==> src/rtl/hhe_sqrt.sv <==
// ----------------------------------------------------------------------------
// Pipelined integer square root
// Produces floor(sqrt(x)) one root bit per stage from two operand bits at a
// time. A tag travels alongside each operand.
// ----------------------------------------------------------------------------
module hhe_sqrt #(
  parameter int unsigned W     = 64,
  parameter int unsigned TAG_W = 1
) (
  input  logic             clk_i,
  input  logic             rst_ni,
  input  logic             en_i,
  input  logic             valid_i,
  input  logic [W-1:0]     val_i,
  input  logic [TAG_W-1:0] tag_i,
  output logic             valid_o,
  output logic [W/2-1:0]   root_o,
  output logic [TAG_W-1:0] tag_o
);

  localparam int unsigned HalfW = W / 2;
  localparam int unsigned RemW  = HalfW + 2;

  logic             vld_q  [HalfW+1];
  logic [W-1:0]     val_q  [HalfW+1];
  logic [HalfW-1:0] root_q [HalfW+1];
  logic [RemW-1:0]  rem_q  [HalfW+1];
  logic [TAG_W-1:0] tag_q  [HalfW+1];

  // Entry stage valid.
  always_ff @(posedge clk_i or negedge rst_ni) begin
    if (!rst_ni) begin
      vld_q[0] <= 1'b0;
    end else if (en_i) begin
      vld_q[0] <= valid_i;
    end
  end

  // Entry stage payload.
  always_ff @(posedge clk_i) begin
    if (en_i) begin
      val_q[0]  <= val_i;
      root_q[0] <= '0;
      rem_q[0]  <= '0;
      tag_q[0]  <= tag_i;
    end
  end

  // Each stage brings down two operand bits and decides one root bit.
  for (genvar g = 0; g < HalfW; g++) begin : g_step
    logic [RemW+1:0] cur;
    logic [RemW+1:0] trial;
    logic            take;

    assign cur   = {rem_q[g], val_q[g][W-1:W-2]};
    assign trial = (RemW + 2)'({root_q[g], 2'b01});
    assign take  = cur >= trial;

    always_ff @(posedge clk_i or negedge rst_ni) begin
      if (!rst_ni) begin
        vld_q[g+1] <= 1'b0;
      end else if (en_i) begin
        vld_q[g+1] <= vld_q[g];
      end
    end

    always_ff @(posedge clk_i) begin
      if (en_i) begin
        rem_q[g+1]  <= take ? RemW'(cur - trial) : RemW'(cur);
        root_q[g+1] <= (root_q[g] << 1) | HalfW'(take);
        val_q[g+1]  <= val_q[g] << 2;
        tag_q[g+1]  <= tag_q[g];
      end
    end
  end

  assign valid_o = vld_q[HalfW];
  assign root_o  = root_q[HalfW];
  assign tag_o   = tag_q[HalfW];

endmodule
==> config.mk <==
export PLATFORM = sky130hd
export DESIGN_NAME = hhe_sqrt
export DESIGN_NICKNAME = d
export VERILOG_FILES = /design/src/rtl/hhe_sqrt.sv
export SDC_FILE = /design/constraint.sdc
export NUM_CORES = 2
export LEC_CHECK = 0
export BUFFER_PORTS_ARGS = -buffer_cell sky130_fd_sc_hd__buf_2
export CAP_MARGIN = 20
export CORE_MARGIN = 5
export CORE_UTILIZATION = 42
export CTS_BUF_LIST = sky130_fd_sc_hd__clkbuf_8
export DETAILED_ROUTE_END_ITERATION = 8
export SYNTH_ARGS = -nofsm -noshare
export SYNTH_HDL_FRONTEND = slang
export SYNTH_MEMORY_MAX_BITS = 65536
export SYNTH_SLANG_ARGS = --single-unit
==> constraint.sdc <==
create_clock -name clk_i -period 8.04 [get_ports clk_i]
set_input_delay 0.804 -clock clk_i [delete_from_list [all_inputs] [get_ports clk_i]]
set_output_delay 0.804 -clock clk_i [all_outputs]
set_load 0.01 [all_outputs]
Yosys cells after proc, flatten, opt, wreduce, memory -nomap -nowiden

Memory sizes are Yosys's and may differ from the RTL's.
Cells that the tools add are included.

Add/sub/neg operators: 32
Multiplexer cells: 34
Magnitude comparators: 32
Bitwise logic cells: 32

Operators with widths:

| kind           | count |
|---|---|
| $ge 36x34->1   | 32 |
| $mux 34        | 32 |
| $sub 34x34->34 | 32 |
| $or 32x1->32   | 32 |
| $mux 1         | 2 |

Output and inout port bits: 34
Memories kept: 4
Register bits: 33
Word-level logic and storage cells: 167
Memory bits (writable): 4323
Bits of input ports: 69

Memory list:

| name   | words | bits a word | rd ports | clocked after Yosys merged registers in | wr ports | line | text |
|---|---|---|---|---|---|---|---|
| val_q  | 33    | 64          | 32       | 0                                       | 33       | 25   | `logic [W-1:0] val_q [HalfW+1];` |
| rem_q  | 33    | 34          | 32       | 0                                       | 33       | 27   | `logic [RemW-1:0] rem_q [HalfW+1];` |
| root_q | 33    | 32          | 33       | 0                                       | 33       | 26   | `logic [HalfW-1:0] root_q [HalfW+1];` |
| tag_q  | 33    | 1           | 33       | 0                                       | 33       | 28   | `logic [TAG_W-1:0] tag_q [HalfW+1];` |

Longest topological paths before layout

An unclocked memory read counts as a cell.

Depth in word-level cells: 3
Mapped depth: 15
Mapped depth without buffers: 12

Worst setup path before layout

OpenSTA, ideal clock, no wires.

Path kind: register to register
From: mem rem_q[0][1001] (netlist bit)
To: mem rem_q[0][1042] (netlist bit), data pin
Arrival time: 3.209 ns
Buffers on the path: 2
Cell stages (with the launch flop): 12
Clock period less this slack: 3.477 ns
Data required time: 7.772 ns
Setup slack: 4.563 ns
Library setup time: 0.268 ns
Cell sequence: edfxtp_1 ha_1 clkbuf_1 a21o_1 a21o_1 a221oi_1 o31ai_1 a211o_1 a31o_2 a211oi_1 clkbuf_1 o21ai_0

RTL lines:

| item            | line |
|---|---|
| start, declared | 27 |

==> impl_metrics.toml <==
[min_path]
hold_class = "in -> reg"

[clocking]
h-tree-depth = 5
clockBufferDepth = 4
clk_latency_ns = 1.07
cts_resized = 0
cts_buffers = 449
clkSinkCount = 2653
path_clk_slew_ns = 0.06
tritoncts = "done"
ctsRootBufferMaster = "clkbuf_8"

[sta]
rsz0062_at_grt = "no"
setup_viol = 0
fin_tns_setup_ns = 0
timing.final.ws_setup_ns = 3.88
finalClockSkew_ns = 0.0842
timing.final.max_slew_violations = 0
hold_violations = 0
fin_crit_ns = 4.16
max_freq_mhz = 241
slew_headroom = 0.182
worst_pin_slew_ns = 1.21
fin_crit_sh = 0.517

[place]
place_inst = 13300
place_hpwl_microns = 178000
portBuffers = 102
pre_cts_ws_ns = 3.78
gp_congestion = 0.923

[yosys]
yosysWarningCount = 0
synth-xor-area-share = 0.0597
syn-num-nets = 10000
synth.distinct_cells = 88
yosysSeqAreaShare = 0.651
synth_compound_area_frac = 0.0959
synth_flop_cell = "edfxtp_1"
ys_ff_latch = 2653
synth_mux_area_frac = 0.00854
yosys.area_share.simple = 0.0993
synth_edf_count = 2620
synth_top_family_by_area = "simple AND/OR/NAND/NOR gates"
postSynth.asyncResetShare = 0.0124
synth_area_sq_um = 122000
synth_fa_ha_area_frac = 0.0576
synthCells = 9388
avgSynthCellArea_sq_um = 13.0

[power]
power.total_mw = 37.6
p_int_mw = 26.7
leakagePower_nw = 52.5
power-per-cell-area_nw_per_um2 = 274
p_sw_mw = 10.9
p_seq_frac = 0.493
power.share.clock = 0.311
peakVddDrop_uv = 177
pwr-share-comb = 0.196
switching_share = 0.290

[drt]
num_vias = 73800
antenna_left = 0
wl_microns = 254000
drc = 0
wl_per_cell_microns = 17.9
drtIter0Drc = 5856
dr.pass1.iters = 6
routed_via_density = 5.22

[grt]
track_usage = 0.164
grt-ovfl-total = 0
met3_usage = 0.0253
antenna_found_initial = 2
met2_usage = 0.269
met1_usage = 0.220
grt_pass1_vias = 73200
grt_max_degree = 187
grt.busiest_layer = "met2"
grt_pass1_wl_microns = 401000

[floorplanning]
die-area_sq_um = 302000
die_y_microns = 549
dieWidth_microns = 549
initial_core_util = 0.421
coreArea_sq_um = 290000
ios = 103
rows = 198

[layout]
drive_gt1_frac = 0.0886
layoutNonFillerInstCount = 14100
area_delta_synth_final_pct = 12.1
nets = 10500

[critical_path]
crit_fanout = 45
critPathSlowestCell = "and3_2"
critPathKind = "reg -> reg"
slowest_delay_ns = 0.85
critPathRequiredTime_ns = 8.76
cp_top_family = "simple AND/OR/NAND/NOR gates"
worst-endpoint-arrival_ns = 4.88
path_cells = "inv_1 > ha_1 > nor2b_1 > o21ai_0 > a21o_1 > a21oi_1 > o2111ai_1 > and3_2 > clkinv_1 > nand3_1 > nor4_1 > xor2_1"
cp_num_buf_inv = 2
critPathCaptureType = "flip-flop"
critPathLaunchType = "flip-flop"

[status]
status = "complete, no violations"

[job]
cap_violations = 0
## synth_stat cells, types with 15 or more instances
library cell	number	share of area
edfxtp_1	2620	0.64
inv_1	725	0.022
nand2_1	704	0.022
ha_1	562	0.058
a21oi_1	537	0.022
nor2_1	537	0.017
o21ai_0	528	0.022
xnor2_1	428	0.031
xor2_1	405	0.029
a21o_1	253	0.016
nor3_1	216	0.0089
clkbuf_1	166	0.0051
nand3_1	165	0.0068
nand2b_1	120	0.0061
or3_1	111	0.0057
nor4_1	107	0.0055
o21a_1	99	0.0061
nand4_1	94	0.0048
mux2_2	82	0.0076
or4_1	75	0.0046
nor2b_1	67	0.0034
o31ai_1	62	0.0038
a31oi_1	58	0.0030
and3_1	52	0.0027
o21bai_1	51	0.0031
a211oi_1	45	0.0028
or2_2	42	0.0022
o211ai_1	37	0.0023
dfrtp_1	33	0.0068
and2_1	32	0.0016
nand3b_1	28	0.0017
a21boi_0	26	0.0016
and4_1	23	0.0016
nor3b_1	20	0.0012
o2111ai_1	18	0.0013
a2111oi_0	17	0.0012
a211o_1	15	0.0011
nor4b_1	15	0.0011
## power groups by stage
stage,combinational [mW],clock (mW),sequential [mW]
after floorplan,5.43,0,18.3
after global placement,7.16,0,18.8
after detailed placement,7.30,0,18.8
after CTS,7.37,12.2,18.6
after global routing,8.24,12.8,18.7
final,7.37,11.7,18.5
## final timing paths
| path | startpoint | to | slack [ns] | depth (start not counted) |
|---|---|---|---|---|
| worst max-delay path | root_q[0][736]$_DFFE_PP_ | rem_q[0][849]$_DFFE_PP_ | 3.88 | 12 |
| worst min-delay path | en_i | val_q[0][95]$_DFFE_PP_ | 0.35 | 1 |
| worst max register to register | root_q[0][736]$_DFFE_PP_ | rem_q[0][849]$_DFFE_PP_ | 3.88 | 12 |
| worst min register to register | val_q[0][1659]$_DFFE_PP_ | val_q[0][1725]$_DFFE_PP_ | 0.37 | 0 |
| max in group asynchronous | rst_ni | vld_q[19]$_DFFE_PN0P_ | 7.19 | 2 |
| min in group asynchronous | rst_ni | vld_q[1]$_DFFE_PN0P_ | 0.39 | 2 |
## what timing repair did
action | CTS | global route
hold buffers | 67 | 0
hold endpoints to repair | 99 | 0
setup buffers | 0 | 0
endpoints found under the setup margin | 0 | 0
## placed cells by master (no fill, tap or decap), types with 32 or more instances in the layout
| master | netlist | layout |
|---|---|---|
| nand2_1 | 704 | 704 |
| buf_2 | 5 | 101 |
| a31oi_1 | 58 | 57 |
| nand3_1 | 165 | 165 |
| clkbuf_8 | 0 | 459 |
| or4_1 | 75 | 75 |
| clkinv_2 | 0 | 65 |
| nand4_1 | 94 | 94 |
| buf_4 | 0 | 39 |
| o31ai_1 | 62 | 62 |
| o211ai_1 | 37 | 37 |
| or3_1 | 111 | 111 |
| o21a_1 | 99 | 99 |
| o21ai_0 | 528 | 528 |
| edfxtp_1 | 2620 | 2620 |
| xnor2_1 | 428 | 428 |
| and3_1 | 52 | 51 |
| dfrtp_1 | 33 | 33 |
| or2_2 | 42 | 42 |
| a211oi_1 | 45 | 44 |
| dlygate4sd3_1 | 0 | 67 |
| xor2_1 | 405 | 405 |
| nor2_1 | 537 | 537 |
| inv_1 | 725 | 862 |
| mux2_2 | 82 | 82 |
| nor2b_1 | 67 | 67 |
| nor4_1 | 107 | 107 |
| nand2b_1 | 120 | 120 |
| and2_1 | 32 | 32 |
| o21bai_1 | 51 | 51 |
| a21oi_1 | 537 | 534 |
| clkinv_1 | 3 | 92 |
| a21o_1 | 253 | 253 |
| nor3_1 | 216 | 214 |
| ha_1 | 562 | 562 |
## metrics by stage
step	area [sq um]	util	hold WS, ns
global placement	128000	0.439	0.400
floorplan	122000	-	0.400
global route	137000	0.472	0.283
CTS	137000	0.472	0.222
finish	137000	0.472	0.349
detailed placement	128000	0.439	0.405
## worst reg2reg max path, cell delays in order, from the launching register on
cell	delay, ns
edfxtp_1	0.44
inv_1	0.07
ha_1	0.35
nor2b_1	0.15
o21ai_0	0.23
a21o_1	0.20
a21oi_1	0.11
o2111ai_1	0.37
and3_2	0.85
clkinv_1	0.58
nand3_1	0.31
nor4_1	0.08
xor2_1	0.15
## cell type report
| cell class | instances | area, sq um |
|---|---|---|
| Antenna cell | 2 | 5.00 |
| Tap cell | 3900 | 4880 |
| Sequential cell | 2653 | 79500 |
| Inverter | 728 | 2730 |
| Timing Repair Buffer | 225 | 1830 |
| Clock buffer | 459 | 6320 |
| Fill cell | 25800 | 153000 |
| Multi-Input combinational cell | 5824 | 39300 |
| Clock inverter | 346 | 2350 |
## flip-flops by register name, summed over array words and instances, names as in the netlist
register / flops
val_q: 1056
rem_q: 1003
tag_q: 33
valid_o: 1
root_q: 528
vld_q: 32
## layer usage
layer / wire length, microns / share of wire / vias up
li1: - / - / 35800
met1: 113000 / 0.44 / 35600
met2: 120000 / 0.47 / 1863
met3: 12500 / 0.049 / 550
met4: 8780 / 0.035 / 0
met5: 0 / 0 / -
## logic make-up (layout without fill, tap and decap cells)
logic type                 Yosys count  in the layout
DFF                               2653           2653
and+or+nand+nor                   2447           2447
AOI/OAI and AO/OA                 1887           1887
buffers and inverters              911           1758
xor gates and xnor gates           833            833
adders and majority gates          562            562
muxes                               94             94
other                                1              3
No activity file was read; power rests on OpenSTA's default activity.
